==> config.mk <==
export PLATFORM = sky130hd
export DESIGN_NAME = gait_pattern_generator
export DESIGN_NICKNAME = d
export VERILOG_FILES = /design/src/rtl/core/gpg_pkg.sv /design/src/rtl/core/gpg_datapath.sv /design/src/rtl/core/gait_pattern_generator.sv
export VERILOG_INCLUDE_DIRS = /design/src /design/src/rtl/core
export SDC_FILE = /design/constraint.sdc
export NUM_CORES = 2
export LEC_CHECK = 0
export ABC_AREA = 1
export BUFFER_PORTS_ARGS = -buffer_cell sky130_fd_sc_hd__buf_2
export CAP_MARGIN = 20
export CORE_MARGIN = 4
export CORE_UTILIZATION = 40
export DETAILED_ROUTE_END_ITERATION = 10
export GPL_TIMING_DRIVEN = 0
export PLACE_DENSITY_LB_ADDON = 0.2
export SETUP_SLACK_MARGIN = 0.15
export SLEW_MARGIN = 20
export SYNTH_ARGS = -nofsm -noshare
export SYNTH_HDL_FRONTEND = slang
export SYNTH_HIERARCHICAL = 1
export SYNTH_SLANG_ARGS = --single-unit
==> constraint.sdc <==
create_clock -name clk -period 11.4 [get_ports clk]
set_input_delay 3.42 -clock clk [delete_from_list [all_inputs] [get_ports clk]]
set_output_delay 3.42 -clock clk [all_outputs]
set_load 0.005 [all_outputs]
==> src/rtl/core/gait_pattern_generator_defines.svh <==
// ----------------------------------------------------------------------------
// gait_pattern_generator_defines
// assertion macros for the gait pattern generator top level
// ----------------------------------------------------------------------------
`ifndef GAIT_PATTERN_GENERATOR_DEFINES_SVH
`define GAIT_PATTERN_GENERATOR_DEFINES_SVH

`ifndef NO_ASSERTIONS
// clocked check, switched off while reset is held
`define GPG_ASSERT(label, prop, msg) \
  label: assert property (@(posedge clk) disable iff (!rst_n) prop) else $error(msg);
// clocked check that also runs through reset
`define GPG_ASSERT_ALWAYS(label, prop, msg) \
  label: assert property (@(posedge clk) prop) else $error(msg);
`else
`define GPG_ASSERT(label, prop, msg)
`define GPG_ASSERT_ALWAYS(label, prop, msg)
`endif

`endif

==> src/rtl/core/gpg_pkg.sv <==
// ----------------------------------------------------------------------------
// gpg_pkg
// types, constants, coefficient tables and microcode for the gait generator
// ----------------------------------------------------------------------------
package gpg_pkg;

  // sine lookup resolution and polynomial coefficients, q.14
  localparam int SINE_TABLE_BITS = 10;
  localparam int SINE_DROP       = 16 - SINE_TABLE_BITS;
  localparam int SIN_A           = 25736;
  localparam int SIN_B           = 10538;
  localparam int SIN_C           = 1186;

  // datapath widths
  localparam int MUL_A_W = 27;
  localparam int MUL_B_W = 16;
  localparam int PROD_W  = MUL_A_W + MUL_B_W;

  // motor numbering
  localparam logic [3:0] LAST_BODY  = 4'd5;
  localparam logic [3:0] FIRST_LEG  = 4'd6;
  localparam logic [3:0] LAST_MOTOR = 4'd9;

  // configuration register indexes
  localparam logic [2:0] REG_PHASE_STEP = 3'd0;
  localparam logic [2:0] REG_WALK_GAIN  = 3'd1;
  localparam logic [2:0] REG_SWIM_GAIN  = 3'd2;
  localparam logic [2:0] REG_WALK_ENTER = 3'd3;
  localparam logic [2:0] REG_SWIM_ENTER = 3'd4;

  typedef struct packed {
    logic        [15:0] phase_step;
    logic        [12:0] walk_gain;
    logic        [12:0] swim_gain;
    logic signed [15:0] walk_enter_level;
    logic signed [15:0] swim_enter_level;
  } cfg_t;

  // control word fields
  typedef enum logic [2:0] {
    MUL_NONE, MUL_GK, MUL_TT, MUL_T2C, MUL_T2R, MUL_TR, MUL_GKS
  } mul_op_t;

  typedef enum logic [3:0] {
    WB_NONE, WB_STATE, WB_ANGLE, WB_GK, WB_T2, WB_R1, WB_R2, WB_S, WB_BODY, WB_LEG
  } wb_op_t;

  typedef enum logic [2:0] {
    BR_NEXT, BR_GOTO, BR_WAIT_IN, BR_LOOP_BODY, BR_LOOP_LEG
  } br_op_t;

  typedef enum logic [1:0] {
    CNT_HOLD, CNT_CLR, CNT_INC
  } cnt_op_t;

  localparam int PC_W = 4;
  typedef logic [PC_W-1:0] pc_t;

  typedef struct packed {
    mul_op_t mul;
    wb_op_t  wb;
    logic    emit;
    br_op_t  br;
    cnt_op_t cnt;
    pc_t     target;
  } uword_t;

  // program addresses
  localparam pc_t S_IDLE      = 4'd0;
  localparam pc_t S_UPD       = 4'd1;
  localparam pc_t S_ANGLE     = 4'd2;
  localparam pc_t S_MUL_TT    = 4'd3;
  localparam pc_t S_T2        = 4'd4;
  localparam pc_t S_MUL_T2C   = 4'd5;
  localparam pc_t S_R1        = 4'd6;
  localparam pc_t S_MUL_T2R   = 4'd7;
  localparam pc_t S_R2        = 4'd8;
  localparam pc_t S_MUL_TR    = 4'd9;
  localparam pc_t S_SINE      = 4'd10;
  localparam pc_t S_MUL_GKS   = 4'd11;
  localparam pc_t S_BODY      = 4'd12;
  localparam pc_t S_BODY_LOOP = 4'd13;
  localparam pc_t S_LEG       = 4'd14;
  localparam pc_t S_DONE      = 4'd15;

  localparam uword_t UW_NOP = '{mul: MUL_NONE, wb: WB_NONE, emit: 1'b0,
                                br: BR_NEXT, cnt: CNT_HOLD, target: S_IDLE};

  function automatic uword_t uw(mul_op_t m, wb_op_t w, logic e, br_op_t b,
                                cnt_op_t c, pc_t t);
    uword_t r;
    r = '{mul: m, wb: w, emit: e, br: b, cnt: c, target: t};
    return r;
  endfunction

  // program rom: one control word per step
  function automatic uword_t ucode(pc_t pc);
    uword_t r;
    unique case (pc)
      S_IDLE:      r = uw(MUL_NONE, WB_NONE,  1'b0, BR_WAIT_IN,   CNT_HOLD, S_IDLE);
      S_UPD:       r = uw(MUL_NONE, WB_STATE, 1'b0, BR_NEXT,      CNT_CLR,  S_IDLE);
      S_ANGLE:     r = uw(MUL_GK,   WB_ANGLE, 1'b0, BR_NEXT,      CNT_HOLD, S_IDLE);
      S_MUL_TT:    r = uw(MUL_TT,   WB_GK,    1'b0, BR_NEXT,      CNT_HOLD, S_IDLE);
      S_T2:        r = uw(MUL_NONE, WB_T2,    1'b0, BR_NEXT,      CNT_HOLD, S_IDLE);
      S_MUL_T2C:   r = uw(MUL_T2C,  WB_NONE,  1'b0, BR_NEXT,      CNT_HOLD, S_IDLE);
      S_R1:        r = uw(MUL_NONE, WB_R1,    1'b0, BR_NEXT,      CNT_HOLD, S_IDLE);
      S_MUL_T2R:   r = uw(MUL_T2R,  WB_NONE,  1'b0, BR_NEXT,      CNT_HOLD, S_IDLE);
      S_R2:        r = uw(MUL_NONE, WB_R2,    1'b0, BR_NEXT,      CNT_HOLD, S_IDLE);
      S_MUL_TR:    r = uw(MUL_TR,   WB_NONE,  1'b0, BR_NEXT,      CNT_HOLD, S_IDLE);
      S_SINE:      r = uw(MUL_NONE, WB_S,     1'b0, BR_NEXT,      CNT_HOLD, S_IDLE);
      S_MUL_GKS:   r = uw(MUL_GKS,  WB_NONE,  1'b0, BR_NEXT,      CNT_HOLD, S_IDLE);
      S_BODY:      r = uw(MUL_NONE, WB_BODY,  1'b1, BR_NEXT,      CNT_HOLD, S_IDLE);
      S_BODY_LOOP: r = uw(MUL_NONE, WB_NONE,  1'b0, BR_LOOP_BODY, CNT_INC,  S_ANGLE);
      S_LEG:       r = uw(MUL_NONE, WB_LEG,   1'b1, BR_LOOP_LEG,  CNT_INC,  S_LEG);
      S_DONE:      r = uw(MUL_NONE, WB_NONE,  1'b0, BR_GOTO,      CNT_HOLD, S_IDLE);
      default:     r = UW_NOP;
    endcase
    return r;
  endfunction

  // walking body coefficients, q.12
  function automatic logic signed [15:0] walk_coef(logic [2:0] i);
    logic signed [15:0] c;
    unique case (i)
      3'd0:    c = -16'sd2867;
      3'd1:    c = 16'sd4096;
      3'd2:    c = 16'sd4096;
      3'd3:    c = 16'sd0;
      3'd4:    c = -16'sd4096;
      3'd5:    c = -16'sd4096;
      default: c = 16'sd0;
    endcase
    return c;
  endfunction

  // swimming phase lag per segment, 2^-16 turn
  function automatic logic [15:0] swim_step(logic [2:0] i);
    logic [15:0] s;
    unique case (i)
      3'd0:    s = 16'd0;
      3'd1:    s = 16'd10923;
      3'd2:    s = 16'd21845;
      3'd3:    s = 16'd32768;
      3'd4:    s = 16'd43691;
      3'd5:    s = 16'd54613;
      default: s = 16'd0;
    endcase
    return s;
  endfunction

  // swimming amplitude growth toward the tail, q.12
  function automatic logic signed [15:0] swim_taper(logic [2:0] i);
    logic signed [15:0] f;
    unique case (i)
      3'd0:    f = 16'sd2048;
      3'd1:    f = 16'sd2458;
      3'd2:    f = 16'sd2867;
      3'd3:    f = 16'sd3277;
      3'd4:    f = 16'sd3686;
      3'd5:    f = 16'sd4096;
      default: f = 16'sd0;
    endcase
    return f;
  endfunction

endpackage

==> src/rtl/core/gpg_datapath.sv <==
// ----------------------------------------------------------------------------
// gpg_datapath
// gait state, shared multiplier and sine polynomial registers, driven by the
// control word of the sequencer
// ----------------------------------------------------------------------------
module gpg_datapath (
  input  logic                clk,
  input  logic                rst_n,
  input  gpg_pkg::uword_t     ctrl,
  input  logic [3:0]          mot,
  input  gpg_pkg::cfg_t       cfg,
  input  logic signed [15:0]  elevation,
  input  logic signed [13:0]  steering_offset,
  output logic signed [31:0]  position,
  output logic                gait_is_swim
);
  import gpg_pkg::*;

  // architectural state
  logic [31:0] phase_r;
  logic        mode_r;
  logic [31:0] leg_r [4];

  // polynomial and product registers
  logic [14:0]               t_r;
  logic                      neg_r;
  logic [14:0]               t2_r;
  logic [14:0]               r_r;
  logic signed [15:0]        s_r;
  logic signed [MUL_A_W-1:0] gk_r;
  logic signed [PROD_W-1:0]  prod_r;

  // tick update
  logic [31:0] ph1, ph2, half, base;
  logic [15:0] base_hi;
  logic        leave, enter, inc, mode_nxt;

  always_comb begin
    ph1      = phase_r - {16'd0, cfg.phase_step};
    leave    = mode_r && ($signed(elevation) > $signed(cfg.walk_enter_level));
    enter    = !mode_r && ($signed(elevation) < $signed(cfg.swim_enter_level));
    // whole turn toward zero, then back a quarter turn
    inc      = ph1[31] && (ph1[15:0] != 16'd0);
    base_hi  = ph1[31:16] + {15'd0, inc} - 16'd1;
    base     = {base_hi, 16'hC000};
    ph2      = leave ? leg_r[0] : ph1;
    half     = ph2 + 32'h0000_8000;
    mode_nxt = (mode_r && !leave) || enter;
  end

  // sine argument fold to a quarter turn
  logic [15:0] ang, xq, y, t_full;

  always_comb begin
    ang    = phase_r[15:0] + (mode_r ? swim_step(mot[2:0]) : 16'd0);
    xq     = {ang[15:SINE_DROP], {SINE_DROP{1'b0}}};
    y      = {1'b0, xq[14:0]};
    t_full = (y > 16'd16384) ? (16'd32768 - y) : y;
  end

  // shared multiplier operand selection
  logic signed [MUL_A_W-1:0] mul_a;
  logic signed [MUL_B_W-1:0] mul_b;
  logic signed [PROD_W-1:0]  prod_nxt;

  always_comb begin
    mul_a = '0;
    mul_b = '0;
    unique case (ctrl.mul)
      MUL_NONE: begin
        mul_a = '0;
        mul_b = '0;
      end
      MUL_GK: begin
        mul_a = $signed({14'd0, (mode_r ? cfg.swim_gain : cfg.walk_gain)});
        mul_b = mode_r ? swim_taper(mot[2:0]) : walk_coef(mot[2:0]);
      end
      MUL_TT: begin
        mul_a = $signed({12'd0, t_r});
        mul_b = $signed({1'b0, t_r});
      end
      MUL_T2C: begin
        mul_a = $signed({12'd0, t2_r});
        mul_b = MUL_B_W'(SIN_C);
      end
      MUL_T2R: begin
        mul_a = $signed({12'd0, t2_r});
        mul_b = $signed({1'b0, r_r});
      end
      MUL_TR: begin
        mul_a = $signed({12'd0, t_r});
        mul_b = $signed({1'b0, r_r});
      end
      MUL_GKS: begin
        mul_a = gk_r;
        mul_b = s_r;
      end
      default: begin
        mul_a = '0;
        mul_b = '0;
      end
    endcase
    prod_nxt = mul_a * mul_b;
  end

  // q.14 rounding of non-negative polynomial products
  logic [30:0] r14_sum;
  logic [15:0] p14;
  logic [14:0] s_mag;

  always_comb begin
    r14_sum = {1'b0, prod_r[29:0]} + 31'd8192;
    p14     = r14_sum[29:14];
    s_mag   = (p14 > 16'd16384) ? 15'd16384 : p14[14:0];
  end

  // body set-point: q.38 to q.12, ties away from zero, plus steering
  logic signed [PROD_W-1:0] body_sum;
  logic signed [17:0]       body_val;

  always_comb begin
    body_sum = prod_r + (prod_r[PROD_W-1] ? PROD_W'(33554431) : PROD_W'(33554432));
    body_val = 18'($signed(body_sum[PROD_W-1:26])) + 18'(steering_offset);
  end

  // result selection
  logic [3:0] leg_off;

  always_comb begin
    leg_off = mot - FIRST_LEG;
    if (ctrl.wb == WB_LEG) begin
      position = leg_r[leg_off[1:0]];
    end else begin
      position = 32'(body_val);
    end
  end

  assign gait_is_swim = mode_r;

  // gait state registers
  always_ff @(posedge clk) begin
    if (!rst_n) begin
      phase_r <= '0;
      mode_r  <= 1'b0;
      for (int i = 0; i < 4; i++) begin
        leg_r[i] <= '0;
      end
    end else if (ctrl.wb == WB_STATE) begin
      phase_r <= ph2;
      mode_r  <= mode_nxt;
      if (!mode_nxt) begin
        leg_r[0] <= ph2;
        leg_r[1] <= half;
        leg_r[2] <= half;
        leg_r[3] <= ph2;
      end else if (enter) begin
        for (int i = 0; i < 4; i++) begin
          leg_r[i] <= base;
        end
      end
    end
  end

  // working registers, written as the control word selects
  always_ff @(posedge clk) begin
    if (ctrl.mul != MUL_NONE) begin
      prod_r <= prod_nxt;
    end
    unique case (ctrl.wb)
      WB_ANGLE: begin
        t_r   <= t_full[14:0];
        neg_r <= xq[15];
      end
      WB_GK:   gk_r <= prod_r[MUL_A_W-1:0];
      WB_T2:   t2_r <= p14[14:0];
      WB_R1:   r_r  <= 15'(SIN_B) - p14[14:0];
      WB_R2:   r_r  <= 15'(SIN_A) - p14[14:0];
      WB_S:    s_r  <= neg_r ? -$signed({1'b0, s_mag}) : $signed({1'b0, s_mag});
      default: begin
      end
    endcase
  end

endmodule

==> src/rtl/core/gait_pattern_generator.sv <==
// ----------------------------------------------------------------------------
// gait_pattern_generator
// walk / swim gait generator: per tick, ten motor set-points from a
// microcoded sequencer over a shared multiplier datapath
// ----------------------------------------------------------------------------
//  channel  direction  ports                                         transfer
//  in       input      in_elevation, in_steering_offset              valid & !stall
//  out      output     out_motor_index, out_position,                valid & !stall
//                      out_gait_is_swim, out_last
//  cfg      input      cfg_index, cfg_data                           cfg_we
//
//  from input transfer to the next possible one, a tick runs the accept and
//  the state update, a pass per body motor (the sine polynomial and gain
//  products run one after another through the single multiplier), a step
//  per leg and a return step.
//  reset loads the register defaults and clears phase, gait and legs; no
//  clearing pass. an output stall holds the emitting step until the result
//  register drains. input is taken only at the idle step.
// ----------------------------------------------------------------------------
`include "gait_pattern_generator_defines.svh"

module gait_pattern_generator (
  input  logic               clk,
  input  logic               rst_n,
  input  logic               in_valid,
  output logic               in_stall,
  input  logic signed [15:0] in_elevation,
  input  logic signed [13:0] in_steering_offset,
  output logic               out_valid,
  input  logic               out_stall,
  output logic [3:0]         out_motor_index,
  output logic signed [31:0] out_position,
  output logic               out_gait_is_swim,
  output logic               out_last,
  input  logic               cfg_we,
  input  logic [2:0]         cfg_index,
  input  logic [15:0]        cfg_data
);
  import gpg_pkg::*;

  // configuration registers
  cfg_t cfg_r;

  always_ff @(posedge clk) begin
    if (!rst_n) begin
      cfg_r.phase_step       <= 16'd2936;
      cfg_r.walk_gain        <= 13'd2458;
      cfg_r.swim_gain        <= 13'd4096;
      cfg_r.walk_enter_level <= 16'sd170;
      cfg_r.swim_enter_level <= 16'sd50;
    end else if (cfg_we) begin
      unique case (cfg_index)
        REG_PHASE_STEP: cfg_r.phase_step       <= cfg_data;
        REG_WALK_GAIN:  cfg_r.walk_gain        <= cfg_data[12:0];
        REG_SWIM_GAIN:  cfg_r.swim_gain        <= cfg_data[12:0];
        REG_WALK_ENTER: cfg_r.walk_enter_level <= $signed(cfg_data);
        REG_SWIM_ENTER: cfg_r.swim_enter_level <= $signed(cfg_data);
        default: begin
        end
      endcase
    end
  end

  // sequencer
  pc_t        pc_r, pc_nxt;
  logic [3:0] mot_r, mot_nxt;
  uword_t     uw_cur, ctrl;
  logic       in_accept, hold, emit_fire;

  assign in_stall  = (pc_r != S_IDLE);
  assign in_accept = in_valid && !in_stall;

  always_comb begin
    uw_cur    = ucode(pc_r);
    hold      = uw_cur.emit && out_valid && out_stall;
    ctrl      = hold ? UW_NOP : uw_cur;
    emit_fire = uw_cur.emit && !hold;

    pc_nxt = pc_r;
    if (!hold) begin
      unique case (uw_cur.br)
        BR_NEXT:      pc_nxt = pc_r + pc_t'(1);
        BR_GOTO:      pc_nxt = uw_cur.target;
        BR_WAIT_IN:   pc_nxt = in_accept ? pc_r + pc_t'(1) : pc_r;
        BR_LOOP_BODY: pc_nxt = (mot_r != LAST_BODY) ? uw_cur.target : pc_r + pc_t'(1);
        BR_LOOP_LEG:  pc_nxt = (mot_r != LAST_MOTOR) ? uw_cur.target : pc_r + pc_t'(1);
        default:      pc_nxt = S_IDLE;
      endcase
    end

    unique case (ctrl.cnt)
      CNT_HOLD: mot_nxt = mot_r;
      CNT_CLR:  mot_nxt = 4'd0;
      CNT_INC:  mot_nxt = mot_r + 4'd1;
      default:  mot_nxt = mot_r;
    endcase
  end

  always_ff @(posedge clk) begin
    if (!rst_n) begin
      pc_r  <= S_IDLE;
      mot_r <= 4'd0;
    end else begin
      pc_r  <= pc_nxt;
      mot_r <= mot_nxt;
    end
  end

  // input capture on transfer
  logic signed [15:0] elev_r;
  logic signed [13:0] steer_r;

  always_ff @(posedge clk) begin
    if (in_accept) begin
      elev_r  <= in_elevation;
      steer_r <= in_steering_offset;
    end
  end

  // datapath
  logic signed [31:0] dp_position;
  logic               dp_swim;

  gpg_datapath u_datapath (
    .clk             (clk),
    .rst_n           (rst_n),
    .ctrl            (ctrl),
    .mot             (mot_r),
    .cfg             (cfg_r),
    .elevation       (elev_r),
    .steering_offset (steer_r),
    .position        (dp_position),
    .gait_is_swim    (dp_swim)
  );

  // result register
  logic out_valid_r;

  always_ff @(posedge clk) begin
    if (!rst_n) begin
      out_valid_r <= 1'b0;
    end else if (emit_fire) begin
      out_valid_r <= 1'b1;
    end else if (!out_stall) begin
      out_valid_r <= 1'b0;
    end
  end

  always_ff @(posedge clk) begin
    if (emit_fire) begin
      out_motor_index  <= mot_r;
      out_position     <= dp_position;
      out_gait_is_swim <= dp_swim;
      out_last         <= (mot_r == LAST_MOTOR);
    end
  end

  assign out_valid = out_valid_r;

  // checks
  `GPG_ASSERT_ALWAYS(a_reset_drains, !rst_n |=> !out_valid, "result valid after reset")
  `GPG_ASSERT(a_accept_updates, in_accept |=> (pc_r == S_UPD), "transfer not followed by update")
  `GPG_ASSERT(a_last_index, (out_valid && out_last) |-> (out_motor_index == LAST_MOTOR), "last flag on wrong motor")
  `GPG_ASSERT(a_index_range, out_valid |-> (out_motor_index <= LAST_MOTOR), "motor index out of range")

endmodule

==> results.cfg <==
[outcome]
status = finished clean

[power_and_ir_drop]
vdd_drop_max_mv = 0.123
p_sw_mw = 4.17
p_leak_nw = 22.2
swShare_pct = 47.5
p_seq_share_pct = 28.7
p_int_mw = 4.61
power_frac_clock_pct = 18.4
combPwrFrac_pct = 52.9
power_density_nw_per_um2 = 192

[sta]
fin_skew_ns = 0.0245
setup_viol = 0
rsz0062_at_grt = true
hold_violations = 0
fin_crit_sh_pct = 96.1
setup_slack_ns = 0.442
slew_viol_final = 0
period_needed_ns = 10.96
max_slew_margin_pct = 36.1
max_freq_mhz = 91.3
tightest_slew_ns = 0.956

[placement]
dpl.cell_count = 6494
gp_congestion = 0.918
portBuffers = 92
dpl.hpwl_mm = 102
post-place-ws_ns = -2.07

[logic_synthesis]
syn_nets = 5725
syn_area_um2 = 40800
avgSynthCellArea_um2 = 8.12
yosys_warnings = 6
synthCells = 5024

[layout]
final_core_util_pct = 45.4
fin_nets = 5922
drive_gt1_share_pct = 9.17
syn_to_final_growth_pct = 12.0
instances_no_fill = 6617

[floorplan]
start_util_pct = 40.5
io_pins = 94
die_h_um = 327
die-area_um2 = 107000
coreArea_um2 = 101000
fp-row-count = 116
dieWidth_um = 327

[critical_path]
cpMaxStageDelayCell = fa_1
crit_required_ns = 11.75
crit_fanout = 9
cp-start-kind = primary input
worstPathArrival_ns = 11.30
criticalPathCategory = in2reg
cpMostUsedCell = inv_1
critPathMaxStageDelay_ns = 0.52
crit_path_end_kind = flop

[clocking]
clkTransAtPathRegs_ns = 0.06
postCtsHoldBufs = 0
cts_root_buf = clkbuf_16
cts_tree = yes
clock-sinks = 450
ctsLongestPathBuffers = 3
clk_latency_ns = 0.61
cts_max_level = 2
cts_buffers = 48

[route]
wl_per_cell_um = 18.8
route.detailed.drc = 0
wirelength_mm = 124
first_iter_violations = 2438
viasPerCell = 5.05
vias = 33400
dr.pass1.iters = 7
drtAntennaViolNets = 0

[global_route]
grt-ovfl-total = 0
grtUsageTotal_pct = 23.3
grt_pass1_wl_mm = 194
first_global_vias = 33800
antenna_found_initial = 1
grt_max_degree = 44

[worst_hold_path]
hold_class = reg2reg

[job]
max-cap-violations = 0
-- worst paths after layout --
kind | depth (start not counted) | from | end | slack (ns)
worst max register to register | 38 | uw_cur[13] | u_datapath/prod_r[37] | 3.02
worst min-delay path | 0 | u_datapath/prod_r[1] | u_datapath/gk_r[1] | 0.45
worst min register to register | 0 | u_datapath/prod_r[1] | u_datapath/gk_r[1] | 0.45
worst max-delay path | 39 | out_stall | u_datapath/prod_r[37] | 0.44
-- cell type report --
class	count	area, µm²
Inverter	1028	3920
Fill cell	10200	55000
Timing Repair Buffer	147	1030
Buffer	127	626
Antenna cell	1	2.50
Clock inverter	21	205
Clock buffer	67	1410
Tap cell	1357	1700
Multi-Input combinational cell	3419	24900
Sequential cell	450	11900
-- through the flow --
stage / TNS, ns / hold slack, ns / cell area (µm²) / power (mW)
after global routing: 0 / 0.471 / 45700 / 9.45
after floorplan: 0 / 0.425 / 40800 / 5.57
after global placement: -43.58 / 0.442 / 43000 / 6.95
after detailed placement: -39.25 / 0.443 / 43300 / 7.04
final: 0 / 0.454 / 45700 / 8.78
after CTS: 0 / 0.454 / 45300 / 8.74
-- critical path, delay by kind of cell --
family | cells | cell delay, ns
adders and majority gates | 7 | 3.33
and+or+nand+nor | 17 | 2.46
buffers and inverters | 12 | 1.44
AOI/OAI and AO/OA | 3 | 0.61
-- layout by cell type (no fill, tap or decap), types with 71 or more instances in the layout --
cell      instances
o21ai_0         199
dfxtp_1         160
clkbuf_1         76
nand2_1        1103
fa_1            419
nand3_1         181
xor2_1           94
nand4_1          71
buf_2           111
edfxtp_1        290
nor2_1          532
inv_1           981
ha_1            227
a21oi_1         182
-- state kept, by name, indices dropped and copies added (netlist names), 4 cells and up --
name / flops
cfg_r: 74
elev_r: 16
mot_r: 4
out_motor_index: 4
out_position: 32
pc_r: 4
steer_r: 14
u_datapath/gk_r: 27
u_datapath/leg_r: 128
u_datapath/phase_r: 32
u_datapath/prod_r: 43
u_datapath/r_r: 15
u_datapath/s_r: 16
u_datapath/t2_r: 15
u_datapath/t_r: 9
uw_cur: 12
-- per-layer routing --
layer	vias up	track usage [%]	wire length, µm
met5	-	0	0
met4	0	7.26	4320
met3	200	3.15	6560
met2	848	40.1	59800
met1	16200	30.4	53400
li1	16100	-	-
-- power by group through the flow --
stage | Sequential (mW) | Clock [mW] | Combinational (mW)
CTS | 2.53 | 1.66 | 4.56
global placement | 2.56 | 0 | 4.39
floorplan | 2.44 | 0 | 3.13
finish | 2.52 | 1.61 | 4.65
global route | 2.56 | 1.71 | 5.18
detailed placement | 2.56 | 0 | 4.48
-- timing repair --
action	in CTS	in global routing
buffers inserted	11	22
cloned	0	0
pin swaps	6	10
endpoints found under the setup margin	28	23
resized for setup	81	82
Power figures use the tool's default switching activity.
